[config.mk]
export PLATFORM = sky130hd
export DESIGN_NAME = cbor_item_encoder_unit
export DESIGN_NICKNAME = d
export VERILOG_FILES = /design/src/sv/cbe_pkg.sv /design/src/sv/cbe_front.sv /design/src/sv/cbe_queue.sv /design/src/sv/cbe_back.sv /design/src/sv/cbor_item_encoder_unit.sv
export SDC_FILE = /design/constraint.sdc
export NUM_CORES = 1
export LEC_CHECK = 0
export ABC_AREA = 1
export BUFFER_PORTS_ARGS = -buffer_cell sky130_fd_sc_hd__buf_2
export CAP_MARGIN = 20
export CORE_MARGIN = 8
export CORE_UTILIZATION = 40
export CTS_BUF_LIST = sky130_fd_sc_hd__clkbuf_16
export CTS_CLUSTER_SIZE = 10
export DETAILED_ROUTE_END_ITERATION = 16
export GPL_TIMING_DRIVEN = 0
export PLACE_DENSITY_LB_ADDON = 0.2
export SYNTH_ARGS = -nofsm -noshare
export SYNTH_HDL_FRONTEND = slang
export SYNTH_SLANG_ARGS = --single-unit
[constraint.sdc]
create_clock -name clock -period 10.1 [get_ports clock]
set_input_delay 2.02 -clock clock [delete_from_list [all_inputs] [get_ports clock]]
set_output_delay 2.02 -clock clock [all_outputs]
set_load 0.02 [all_outputs]
[src/sv/cbe_pkg.sv]
// Shared opcodes, constants and the element descriptor type of the CBOR item encoder.
package cbe_pkg;

   localparam logic [3:0] OP_UINT    = 4'd0;
   localparam logic [3:0] OP_INT     = 4'd1;
   localparam logic [3:0] OP_BOOL    = 4'd2;
   localparam logic [3:0] OP_FLOAT32 = 4'd3;
   localparam logic [3:0] OP_FLOAT64 = 4'd4;
   localparam logic [3:0] OP_TEXT    = 4'd5;
   localparam logic [3:0] OP_ARRAY   = 4'd6;
   localparam logic [3:0] OP_TAG     = 4'd7;
   localparam logic [3:0] OP_OPTION  = 4'd8;
   localparam logic [3:0] OP_RAW     = 4'd9;

   localparam logic [2:0] MAJOR_UINT  = 3'd0;
   localparam logic [2:0] MAJOR_NINT  = 3'd1;
   localparam logic [2:0] MAJOR_TEXT  = 3'd3;
   localparam logic [2:0] MAJOR_ARRAY = 3'd4;

   localparam logic [4:0] AI_ONE   = 5'd24;
   localparam logic [4:0] AI_TWO   = 5'd25;
   localparam logic [4:0] AI_FOUR  = 5'd26;
   localparam logic [4:0] AI_EIGHT = 5'd27;

   localparam logic [7:0] BYTE_TAG     = 8'hd9;
   localparam logic [7:0] BYTE_NONE    = 8'hff;
   localparam logic [7:0] BYTE_ARRAY0  = 8'h80;
   localparam logic [7:0] BYTE_FALSE   = 8'hf4;
   localparam logic [7:0] BYTE_TRUE    = 8'hf5;
   localparam logic [7:0] BYTE_FLOAT32 = 8'hfa;
   localparam logic [7:0] BYTE_FLOAT64 = 8'hfb;

   localparam int unsigned MAX_BYTES = 9;
   localparam int unsigned LEN_W     = 4;

   // One encoded element: bytes left aligned, most significant first.
   typedef struct packed {
      logic [8*MAX_BYTES-1:0] bytes;
      logic [LEN_W-1:0]       len;
      logic                   err;
   } desc_type;

endpackage

[src/sv/cbe_front.sv]
// Front end: classifies one input item and builds its byte descriptor.
module cbe_front (
   input  logic               req_push,
   input  logic               q_full,
   input  logic [3:0]         req_opcode,
   input  logic [63:0]        req_unsigned_value,
   input  logic signed [63:0] req_signed_value,
   input  logic               req_flag,
   input  logic [7:0]         req_tag_type,
   input  logic [7:0]         req_tag_constructor,
   input  logic [7:0]         req_tag_length,
   input  logic [7:0]         req_raw_byte,
   output logic               q_push,
   output cbe_pkg::desc_type  q_desc
);
   import cbe_pkg::*;

   logic             known_op;
   logic [63:0]      int_arg;
   logic [2:0]       int_major;
   logic [63:0]      head_arg;
   logic [2:0]       head_major;
   desc_type         head_desc;

   // Shortest head for a major type and argument.
   function automatic desc_type head_enc(input logic [2:0] major, input logic [63:0] arg);
      desc_type d;
      d.err = 1'b0;
      if (arg < 64'd24) begin
         d.bytes = {major, arg[4:0], 64'd0};
         d.len   = LEN_W'(1);
      end else if (arg <= 64'hff) begin
         d.bytes = {major, AI_ONE, arg[7:0], 56'd0};
         d.len   = LEN_W'(2);
      end else if (arg <= 64'hffff) begin
         d.bytes = {major, AI_TWO, arg[15:0], 48'd0};
         d.len   = LEN_W'(3);
      end else if (arg <= 64'hffff_ffff) begin
         d.bytes = {major, AI_FOUR, arg[31:0], 32'd0};
         d.len   = LEN_W'(5);
      end else begin
         d.bytes = {major, AI_EIGHT, arg};
         d.len   = LEN_W'(9);
      end
      return d;
   endfunction

   // A negative integer carries -1-n, which is the bitwise complement.
   always_comb begin
      if (req_signed_value[63]) begin
         int_arg   = ~$unsigned(req_signed_value);
         int_major = MAJOR_NINT;
      end else begin
         int_arg   = $unsigned(req_signed_value);
         int_major = MAJOR_UINT;
      end
   end

   always_comb begin
      case (req_opcode)
         OP_INT: begin
            head_arg   = int_arg;
            head_major = int_major;
         end
         OP_TEXT: begin
            head_arg   = req_unsigned_value;
            head_major = MAJOR_TEXT;
         end
         OP_ARRAY: begin
            head_arg   = req_unsigned_value;
            head_major = MAJOR_ARRAY;
         end
         default: begin
            head_arg   = req_unsigned_value;
            head_major = MAJOR_UINT;
         end
      endcase
      head_desc = head_enc(head_major, head_arg);
   end

   always_comb begin
      known_op     = 1'b1;
      q_desc.bytes = '0;
      q_desc.len   = LEN_W'(1);
      q_desc.err   = 1'b0;
      case (req_opcode)
         OP_UINT, OP_INT, OP_TEXT, OP_ARRAY: begin
            q_desc = head_desc;
         end
         OP_BOOL: begin
            q_desc.bytes = {(req_flag ? BYTE_TRUE : BYTE_FALSE), 64'd0};
         end
         OP_FLOAT32: begin
            q_desc.bytes = {BYTE_FLOAT32, req_unsigned_value[31:0], 32'd0};
            q_desc.len   = LEN_W'(5);
         end
         OP_FLOAT64: begin
            q_desc.bytes = {BYTE_FLOAT64, req_unsigned_value};
            q_desc.len   = LEN_W'(9);
         end
         OP_TAG: begin
            if (req_tag_length >= 8'd24) begin
               q_desc.err = 1'b1;
            end else begin
               // The length is below 24, so the array head is a single byte.
               q_desc.bytes = {BYTE_TAG, req_tag_type, req_tag_constructor,
                               BYTE_ARRAY0 | req_tag_length, 40'd0};
               q_desc.len   = LEN_W'(4);
            end
         end
         OP_OPTION: begin
            q_desc.bytes = {BYTE_TAG, BYTE_NONE, 7'd0, req_flag,
                            BYTE_ARRAY0[7:1], req_flag, 40'd0};
            q_desc.len   = LEN_W'(4);
         end
         OP_RAW: begin
            q_desc.bytes = {req_raw_byte, 64'd0};
         end
         default: begin
            known_op = 1'b0;
         end
      endcase
   end

   // Unused opcodes are taken and dropped without producing any bytes.
   assign q_push = req_push && !q_full && known_op;

endmodule

[src/sv/cbe_queue.sv]
// Short descriptor queue between the front end and the byte serializer.
module cbe_queue #(
   parameter int DEPTH = 2
) (
   input  logic              clock,
   input  logic              reset,
   input  logic              push,
   input  cbe_pkg::desc_type push_desc,
   input  logic              pop,
   output logic              full,
   output logic              valid,
   output cbe_pkg::desc_type head_desc
);
   import cbe_pkg::*;

   localparam int PW = (DEPTH > 1) ? $clog2(DEPTH) : 1;
   localparam int CW = $clog2(DEPTH + 1);

   desc_type        entries_ff [DEPTH];
   logic [PW-1:0]   wr_ptr_ff, wr_ptr_in;
   logic [PW-1:0]   rd_ptr_ff, rd_ptr_in;
   logic [CW-1:0]   count_ff, count_in;
   logic            do_push, do_pop;

   assign full      = (count_ff == CW'(DEPTH));
   assign valid     = (count_ff != '0);
   assign head_desc = entries_ff[rd_ptr_ff];
   assign do_push   = push && !full;
   assign do_pop    = pop && valid;

   always_comb begin
      wr_ptr_in = wr_ptr_ff;
      rd_ptr_in = rd_ptr_ff;
      count_in  = count_ff;
      if (do_push) begin
         wr_ptr_in = (wr_ptr_ff == PW'(DEPTH - 1)) ? '0 : wr_ptr_ff + 1'b1;
      end
      if (do_pop) begin
         rd_ptr_in = (rd_ptr_ff == PW'(DEPTH - 1)) ? '0 : rd_ptr_ff + 1'b1;
      end
      if (do_push && !do_pop) begin
         count_in = count_ff + 1'b1;
      end else if (do_pop && !do_push) begin
         count_in = count_ff - 1'b1;
      end
   end

   always_ff @(posedge clock) begin
      if (reset) begin
         wr_ptr_ff <= '0;
         rd_ptr_ff <= '0;
         count_ff  <= '0;
      end else begin
         wr_ptr_ff <= wr_ptr_in;
         rd_ptr_ff <= rd_ptr_in;
         count_ff  <= count_in;
      end
   end

   always_ff @(posedge clock) begin
      if (do_push) begin
         entries_ff[wr_ptr_ff] <= push_desc;
      end
   end

   a_count_bound: assert property (@(posedge clock) disable iff (reset)
      count_ff <= CW'(DEPTH))
      else $error("queue holds more entries than its depth");

   a_count_track: assert property (@(posedge clock) disable iff (reset)
      (do_push && !do_pop) |=> (count_ff == $past(count_ff) + 1'b1))
      else $error("queue count did not follow a lone push");

   a_empty_pop: assert property (@(posedge clock) disable iff (reset)
      (!valid && push) |=> valid)
      else $error("push into an empty queue did not make an entry visible");

endmodule

[src/sv/cbe_back.sv]
// Back end: shifts each descriptor out one byte per transfer.
module cbe_back (
   input  logic              clock,
   input  logic              reset,
   input  logic              q_valid,
   input  cbe_pkg::desc_type q_desc,
   output logic              q_pop,
   output logic              rsp_empty,
   input  logic              rsp_pop,
   output logic [7:0]        rsp_out_byte,
   output logic              rsp_last,
   output logic              rsp_error
);
   import cbe_pkg::*;

   logic [8*MAX_BYTES-1:0] shift_ff, shift_in;
   logic [LEN_W-1:0]       cnt_ff, cnt_in;
   logic                   err_ff, err_in;
   logic                   take;

   assign rsp_empty    = (cnt_ff == '0);
   assign rsp_last     = (cnt_ff == LEN_W'(1));
   assign rsp_out_byte = shift_ff[8*MAX_BYTES-1 -: 8];
   assign rsp_error    = err_ff;
   assign take         = rsp_pop && !rsp_empty;

   // A new descriptor loads when the register is idle or its final byte leaves.
   assign q_pop = q_valid && (rsp_empty || (take && rsp_last));

   always_comb begin
      shift_in = shift_ff;
      cnt_in   = cnt_ff;
      err_in   = err_ff;
      if (q_pop) begin
         shift_in = q_desc.bytes;
         cnt_in   = q_desc.len;
         err_in   = q_desc.err;
      end else if (take) begin
         shift_in = {shift_ff[8*MAX_BYTES-9:0], 8'd0};
         cnt_in   = cnt_ff - 1'b1;
      end
   end

   always_ff @(posedge clock) begin
      if (reset) begin
         cnt_ff <= '0;
      end else begin
         cnt_ff <= cnt_in;
      end
   end

   always_ff @(posedge clock) begin
      shift_ff <= shift_in;
      err_ff   <= err_in;
   end

   a_error_last: assert property (@(posedge clock) disable iff (reset)
      (!rsp_empty && rsp_error) |-> rsp_last)
      else $error("error result is not a single last byte");

   a_cnt_bound: assert property (@(posedge clock) disable iff (reset)
      cnt_ff <= LEN_W'(MAX_BYTES))
      else $error("byte count exceeds the longest element");

   a_continue: assert property (@(posedge clock) disable iff (reset)
      (take && !rsp_last) |=> !rsp_empty)
      else $error("element ended before its last byte");

   a_gapless: assert property (@(posedge clock) disable iff (reset)
      (take && rsp_last && q_valid) |=> !rsp_empty)
      else $error("queued element not loaded after a last byte");

endmodule

[src/sv/cbor_item_encoder_unit.sv]
// Top level of the CBOR item encoder: front end, descriptor queue and serializer.
//
// Usage: the input side is a queue write port. An item is transferred when
// req_push is high and req_full is low; its opcode selects the element kind.
// The result side is a queue read port. While rsp_empty is low the next
// encoded byte is on rsp_out_byte with rsp_last marking the element's final
// byte; it is transferred when rsp_pop is high. A rejected tag gives one
// transfer with rsp_error set. Items with an unused opcode are taken and
// produce nothing.
// When the block is idle, an item passes through the descriptor queue and then
// the serializer output register before its first byte is on the result ports.
// Throughput: one byte per cycle while rsp_pop is high, with no gap between
// elements while the queue holds the next one; an item has one to nine bytes.
// The front end takes one item per cycle until the QUEUE_DEPTH descriptor
// queue fills; the serializer output register is what limits the rate.
// Reset empties the queue and the output register. When the receiver stalls,
// the current byte holds and items back up into the queue, raising req_full.
module cbor_item_encoder_unit #(
   parameter int QUEUE_DEPTH = 2
) (
   input  logic               clock,
   input  logic               reset,
   input  logic               req_push,
   output logic               req_full,
   input  logic [3:0]         req_opcode,
   input  logic [63:0]        req_unsigned_value,
   input  logic signed [63:0] req_signed_value,
   input  logic               req_flag,
   input  logic [7:0]         req_tag_type,
   input  logic [7:0]         req_tag_constructor,
   input  logic [7:0]         req_tag_length,
   input  logic [7:0]         req_raw_byte,
   output logic               rsp_empty,
   input  logic               rsp_pop,
   output logic [7:0]         rsp_out_byte,
   output logic               rsp_last,
   output logic               rsp_error
);
   import cbe_pkg::*;

   logic     q_push, q_pop, q_full, q_valid;
   desc_type in_desc, head_desc;

   assign req_full = q_full;

   cbe_front u_front (
      .req_push            (req_push),
      .q_full              (q_full),
      .req_opcode          (req_opcode),
      .req_unsigned_value  (req_unsigned_value),
      .req_signed_value    (req_signed_value),
      .req_flag            (req_flag),
      .req_tag_type        (req_tag_type),
      .req_tag_constructor (req_tag_constructor),
      .req_tag_length      (req_tag_length),
      .req_raw_byte        (req_raw_byte),
      .q_push              (q_push),
      .q_desc              (in_desc)
   );

   cbe_queue #(
      .DEPTH (QUEUE_DEPTH)
   ) u_queue (
      .clock     (clock),
      .reset     (reset),
      .push      (q_push),
      .push_desc (in_desc),
      .pop       (q_pop),
      .full      (q_full),
      .valid     (q_valid),
      .head_desc (head_desc)
   );

   cbe_back u_back (
      .clock        (clock),
      .reset        (reset),
      .q_valid      (q_valid),
      .q_desc       (head_desc),
      .q_pop        (q_pop),
      .rsp_empty    (rsp_empty),
      .rsp_pop      (rsp_pop),
      .rsp_out_byte (rsp_out_byte),
      .rsp_last     (rsp_last),
      .rsp_error    (rsp_error)
   );

endmodule
# Word-level counts from Yosys, hierarchy flattened
# Memories as Yosys holds them, arrays and structs flattened. A register that Yosys moved wholly into a read port is not among the register bits.
# Index checks and enable logic that the tools add are counted.
# op_classes
add_sub_neg,5
bitwise_logic,1
reduce_logical,21
n_eq_ne,11
n_lt_le_gt_ge,5
muxes,27
# ops
cell,count
$pmux 72 s7,1
$mux 72,2
$mux 70,2
$mux 64,2
$mux 76,1
$mux 73,1
$mux 69,1
$le 64x16->1 const B,1
$le 64x32->1 const B,1
$le 64x8->1 const B,1
$lt 64x5->1 const B,1
$not 64->64,1
$pmux 4 s5,1
$eq 4x3->1 const B,4
$mux 1,11
$reduce_or 10->1,1
$logic_and 1x1->1,9
$pmux 3 s3,1
$eq 4x1->1 const B,2
$eq 4x2->1 const B,2
$eq 4x4->1 const B,2
$ge 8x5->1 const B,1
$logic_not 4->1,2
$mux 4,2
other kinds (10),17
# totals
register_bits,81
out_inout_bits,12
ramBits,154
in_bits,169
memories,1
word_cells,77
# memory_table
name,words,word_bits,rd,rd_ports_with_merged_regs,write_ports,line_no,text
u_queue.entries_ff,2,77,1,1,1,cbe_queue.sv:19,desc_type entries_ff [DEPTH];

# Logic depth before layout (Yosys ltp)
# logic_depth
word_depth,10
depth_mapped,18
depth_no_buf,15

# Modules after synthesis
# From an unflattened synthesis, not the netlist that was laid out.
# hier_totals
hier_cells,1484
hier_area_um2,13322.8
# by_module_without_submodules
mod,cells_per_inst,seq_area_each_um2,area_each_um2,n_inst
cbe_queue,277,4724.5,5931.9,1
cbe_front,851,0.0,3947.5,1
cbe_back,356,2272.2,3443.3,1

# Worst setup path before layout
# No wires, ideal clock.
# synth_timing
path_kind,input to register
from,in req_opcode[2]
to,"mem u_queue.entries_ff[1][0] in the netlist's numbering, enable pin"
cell_stages,5
t_arrival_ps,5700
path_slack_ps,3886
cell_sequence,inv_1 a21oi_1 nor3_1 inv_1 nor2_1
# synth_via
elab_chain_cells,7
# synth_rtl
element,line_no,text
start: declaration,cbor_item_encoder_unit.sv:25,"input logic [3:0] req_opcode,"
$eq 4x1->1 (tied with other cells),cbe_front.sv:86,case (req_opcode)
$reduce_or 10->1 (no line) (*),--,
$mux 1 (*),cbe_front.sv:86,
$logic_and 1x1->1 (*),cbe_front.sv:126,assign q_push = req_push && !q_full && known_op;
$logic_and 1x1->1 (*),cbe_queue.sv:28,assign do_push = push && !full;
net u_queue.do_push,cbe_queue.sv:23,"logic do_push, do_pop;"
$mux 1 (*),cbe_queue.sv:61,if (do_push) begin
$mux 1 (not written as such) (*),cbe_queue.sv:62,entries_ff[wr_ptr_ff] <= push_desc;
end: declaration,cbe_queue.sv:19,
# The timed path passes the listed nets; every way through them passes the cells marked *.

==> flow_summary.html <==
<table>
<tr><th>Metric</th><th>Value</th></tr>
<tr><th colspan="2">Outcome</th></tr>
<tr><td>Run status</td><td>finished clean</td></tr>
<tr><th colspan="2">Detailed routing</th></tr>
<tr><td>Count of nets left with antenna violations after detail routing</td><td>0</td></tr>
<tr><td>Number of vias in the routed layout</td><td>around 11k</td></tr>
<tr><td>Starting DRC count in detailed routing</td><td>between 900 and 1k</td></tr>
<tr><td>Highest metal used</td><td>met4</td></tr>
<tr><td>Count of TritonRoute iterations in the first routing pass</td><td>6</td></tr>
<tr><td>Met1 wire length</td><td>between 20 and 25 mm</td></tr>
<tr><td>Via-to-Cell Ratio</td><td>5.32</td></tr>
<tr><td>Residual DRC count</td><td>0</td></tr>
<tr><td>Post-Route WL</td><td>49.0 mm</td></tr>
<tr><td>Routed wire per std cell</td><td>23.4 um</td></tr>
<tr><td>Routed wl met3</td><td>between 2 and 3 mm</td></tr>
<tr><td>Detailed-routed wire length on met2</td><td>approximately 23 mm</td></tr>
<tr><th colspan="2">Clock tree</th></tr>
<tr><td>Number of gates given a new drive strength after cts</td><td>0</td></tr>
<tr><td>Post-CTS Repair Setup Buffers</td><td>0</td></tr>
<tr><td>Hold-fix buffers, CTS</td><td>0</td></tr>
<tr><td>TritonCTS clock tree</td><td>yes</td></tr>
<tr><td>Clock transition at path regs</td><td>50 ps</td></tr>
<tr><td>CTS Root Cell</td><td>sky130_fd_sc_hd__clkbuf_16</td></tr>
<tr><td>Deepest level of the CTS H-tree</td><td>1</td></tr>
<tr><td>Clk_lat worst skew</td><td>520 ps</td></tr>
<tr><td>Number of buffers inserted during clock tree synthesis</td><td>27</td></tr>
<tr><td>Count of clock tree sinks</td><td>236</td></tr>
<tr><td>Number of buffers on the longest clock path</td><td>3</td></tr>
<tr><th colspan="2">Yosys</th></tr>
<tr><td>Primary FF master, synth</td><td>sky130_fd_sc_hd__edfxtp_1</td></tr>
<tr><td>Post-synth net total</td><td>around 1.6k</td></tr>
<tr><td>Commonest cells in the netlist</td><td>sky130_fd_sc_hd__nand2_1, sky130_fd_sc_hd__edfxtp_1, sky130_fd_sc_hd__nor2_1</td></tr>
<tr><td>Async SR Flop Fraction</td><td>0%</td></tr>
<tr><td>Leading post-synthesis cells by cell area</td><td>sky130_fd_sc_hd__edfxtp_1, sky130_fd_sc_hd__nand2_1, sky130_fd_sc_hd__nor2_1, sky130_fd_sc_hd__a31oi_1, sky130_fd_sc_hd__inv_1</td></tr>
<tr><td>Synthesized flop and latch total</td><td>236</td></tr>
<tr><td>Sequential cell area fraction in the yosys report</td><td>55.3%</td></tr>
<tr><td>Cell type contributing the most total cell area after synthesis</td><td>sky130_fd_sc_hd__edfxtp_1</td></tr>
<tr><td>Number of warnings issued by yosys</td><td>0</td></tr>
<tr><td>Count of unique library cells instantiated by Yosys</td><td>38</td></tr>
<tr><td>Number of enable flip-flop cells after synthesis</td><td>227</td></tr>
<tr><td>Post-synthesis cell count</td><td>around 1.5k</td></tr>
<tr><td>Area fraction of the dominant cell type after synthesis</td><td>53.9%</td></tr>
<tr><td>Avg Cell Area, Syn</td><td>around 8.6 um^2</td></tr>
<tr><td>Synthesized area</td><td>12600 um^2</td></tr>
<tr><td>Most common cell in the synthesized netlist</td><td>sky130_fd_sc_hd__nand2_1</td></tr>
<tr><th colspan="2">Pwr</th></tr>
<tr><td>LEAKAGE</td><td>~6.4 nW</td></tr>
<tr><td>Worst VDD drop</td><td>0.000130 V</td></tr>
<tr><td>Power per Cell Area</td><td>236 nW/um^2</td></tr>
<tr><td>PnR Total Power</td><td>3.53 mW</td></tr>
<tr><th colspan="2">Worst setup path</th></tr>
<tr><td>Launching element type of the critical path</td><td>input port</td></tr>
<tr><td>Type of the setup path with the least slack</td><td>in2reg</td></tr>
<tr><td>Maximum net fanout on the critical path</td><td>10</td></tr>
<tr><td>Endpoint class of the critical path</td><td>flop</td></tr>
<tr><td>Worst Path Required</td><td>between 10000 and 15000 ps</td></tr>
<tr><td>Arrival time at the worst endpoint</td><td>5090 ps</td></tr>
<tr><th colspan="2">Floorplan</th></tr>
<tr><td>Area of the core</td><td>31300 um^2</td></tr>
<tr><td>Core Rows</td><td>65</td></tr>
<tr><td>Floorplan die area</td><td>approximately 38000 um^2</td></tr>
<tr><td>Top Ports</td><td>roughly 180</td></tr>
<tr><td>Initial core utilization</td><td>around two fifths</td></tr>
<tr><td>Die extent in x</td><td>194 um</td></tr>
<tr><td>Die height</td><td>194 um</td></tr>
<tr><th colspan="2">GRT</th></tr>
<tr><td>Residual overflow from global routing</td><td>0</td></tr>
<tr><td>Antenna violations before repair</td><td>1</td></tr>
<tr><td>Tot GR Track Use</td><td>25.4%</td></tr>
<tr><td>Global-route wire length before repair</td><td>slightly above 70 mm</td></tr>
<tr><td>Number of global-route vias before repair</td><td>11.2k</td></tr>
<tr><td>Largest net degree at the start of global routing</td><td>54</td></tr>
<tr><th colspan="2">Cells and area</th></tr>
<tr><td>Synth-to-layout area growth</td><td>18.3%</td></tr>
<tr><td>Layout filler cell count</td><td>3024</td></tr>
<tr><td>Share of cells above drive strength 1</td><td>between 10% and 20%</td></tr>
<tr><td>Final core utilization</td><td>47.8%</td></tr>
<tr><td>Total Nets Final</td><td>1856</td></tr>
<tr><td>Antenna cells</td><td>0</td></tr>
<tr><th colspan="2">Timing</th></tr>
<tr><td>Time the final worst path needs with I/O delays and setup</td><td>between 4000 and 5000 ps</td></tr>
<tr><td>Total Negative Setup Slacks</td><td>0 ps</td></tr>
<tr><td>Setup repair after global routing missed its margin</td><td>no</td></tr>
<tr><td>Post-Route Skew</td><td>11.9 ps</td></tr>
<tr><td>Max Transition Viols Final</td><td>0</td></tr>
<tr><td>Max_slew headroom</td><td>around 49%</td></tr>
<tr><td>Number of failing setup endpoints in the final timing report</td><td>0</td></tr>
<tr><td>Max Clock Freq</td><td>just over 200 MHz</td></tr>
<tr><td>Final worst-path cycle share</td><td>48.1%</td></tr>
<tr><td>Transition time of the tightest slew-check pin</td><td>754 ps</td></tr>
<tr><td>Final hold violations</td><td>0</td></tr>
<tr><th colspan="2">Place</th></tr>
<tr><td>Half-perimeter wire length after placement</td><td>between 30 and 40 mm</td></tr>
<tr><td>Weighted congestion reported at the end of routability-driven placement</td><td>0.989</td></tr>
<tr><td>Count of input and output buffers</td><td>179</td></tr>
<tr><th colspan="2">Job</th></tr>
<tr><td>Max_cap viols</td><td>0</td></tr>
<tr><th colspan="2">Worst hold path</th></tr>
<tr><td>Hold Path Class</td><td>reg2reg</td></tr>
</table>
## registers in the layout (all words and copies together), names as in the netlist, named ones only
signal and count:
u_back.shift_ff 72, u_queue.rd_ptr_ff 1, u_back.cnt_ff 4, u_back.rsp_error 1, u_queue.entries_ff 154, u_queue.count_ff 2
u_queue.wr_ptr_ff 1
## cell type report
type	instances	area [um^2]	share of cell area (%)
Buffer	90	464	3.10
Clock buffer	27	676	4.52
Clock inverter	13	48.8	0.326
Inverter	109	409	2.74
Multi-Input combinational cell	1034	4800	32.1
Sequential cell	236	7000	46.8
Tap cell	402	503	3.36
Timing Repair Buffer	186	1060	7.08
## cells in the final DEF, fill, tap and decap left out, drive strengths merged
cell,synthesis,layout
a21oi,28,28
a221oi,18,18
edfxtp,227,227
nand3,47,47
a21boi,1,1
a211o,1,1
nor3,4,4
clkbuf,46,73
o21ai,89,89
a31oi,67,67
ha,3,3
a21o,1,1
dfxtp,9,9
nor2,174,174
o21a,2,2
buf,44,230
o22ai,17,17
o211ai,9,9
nand2,519,519
o311ai,2,2
nand4,6,6
a211oi,1,1
o21bai,3,3
clkinv,1,1
a22oi,1,1
xnor2,21,21
xor2,20,20
inv,108,121
## cell families (layout without fill, tap and decap cells)
kind of cell / Yosys count / after routing / share of synthesized area, %
xor gates and xnor gates: 41 / 41 / 2.84
AOI/OAI and AO/OA: 240 / 240 / 11.3
and+or+nand+nor: 750 / 750 / 23.3
adders and majority gates: 3 / 3 / 0.297
DFF: 236 / 236 / 55.3
buffers and inverters: 199 / 425 / 6.91
## metal layers
layer	vias to the layer above	GRT usage, %
met1	5231	32.5
met5	-	0
met3	107	3.40
met4	0	11.9
li1	5344	-
met2	474	42.3
## through the flow
step / worst slack (ps) / hold slack (ps) / area, um^2 / cells
CTS: 5330 / 467 / 15000 / 2097
global route: 5120 / 498 / 15000 / 2097
global placement: 1320 / 436 / 14000 / 2050
detailed placement: 4790 / 459 / 14200 / 2057
floorplan: 3890 / 425 / 12600 / 1469
finish: 5240 / 463 / 15000 / 2097
## critical path, stage by stage
cell,delay [ps]
sky130_fd_sc_hd__buf_2,120
sky130_fd_sc_hd__nor2_1,220
sky130_fd_sc_hd__nand2_1,250
sky130_fd_sc_hd__buf_6,230
sky130_fd_sc_hd__buf_2,190
sky130_fd_sc_hd__o21ai_0,600
sky130_fd_sc_hd__nor2_1,80
sky130_fd_sc_hd__nand2_1,90
sky130_fd_sc_hd__nor2_1,40
sky130_fd_sc_hd__nand2_1,130
sky130_fd_sc_hd__buf_4,200
sky130_fd_sc_hd__buf_2,260
sky130_fd_sc_hd__nand3_1,260
sky130_fd_sc_hd__nand3_1,160
sky130_fd_sc_hd__nand2_1,50
sky130_fd_sc_hd__nand2_1,60
sky130_fd_sc_hd__nand2_1,110
## power by group
part	switching (mW)	leakage (nW)	internal (mW)	total (mW)
Combinational	0.832	3.76	0.354	1.19
Sequential	0.0715	2.23	1.45	1.52
Clock	0.352	0.402	0.472	0.824
Total	1.26	6.39	2.28	3.53
## worst paths after layout
path                                             endpoint  slack (ps)         startpoint  depth (start not counted)
worst min-delay path                    u_queue.rd_ptr_ff         460  u_queue.rd_ptr_ff                          1
worst max-delay path            u_queue.entries_ff[1][65]        5240      req_opcode[3]                         17
worst max register to register        u_back.shift_ff[35]        7030   u_back.cnt_ff[0]                         10
worst min register to register          u_queue.rd_ptr_ff         460  u_queue.rd_ptr_ff                          1
Power figures use the tool's default switching activity.
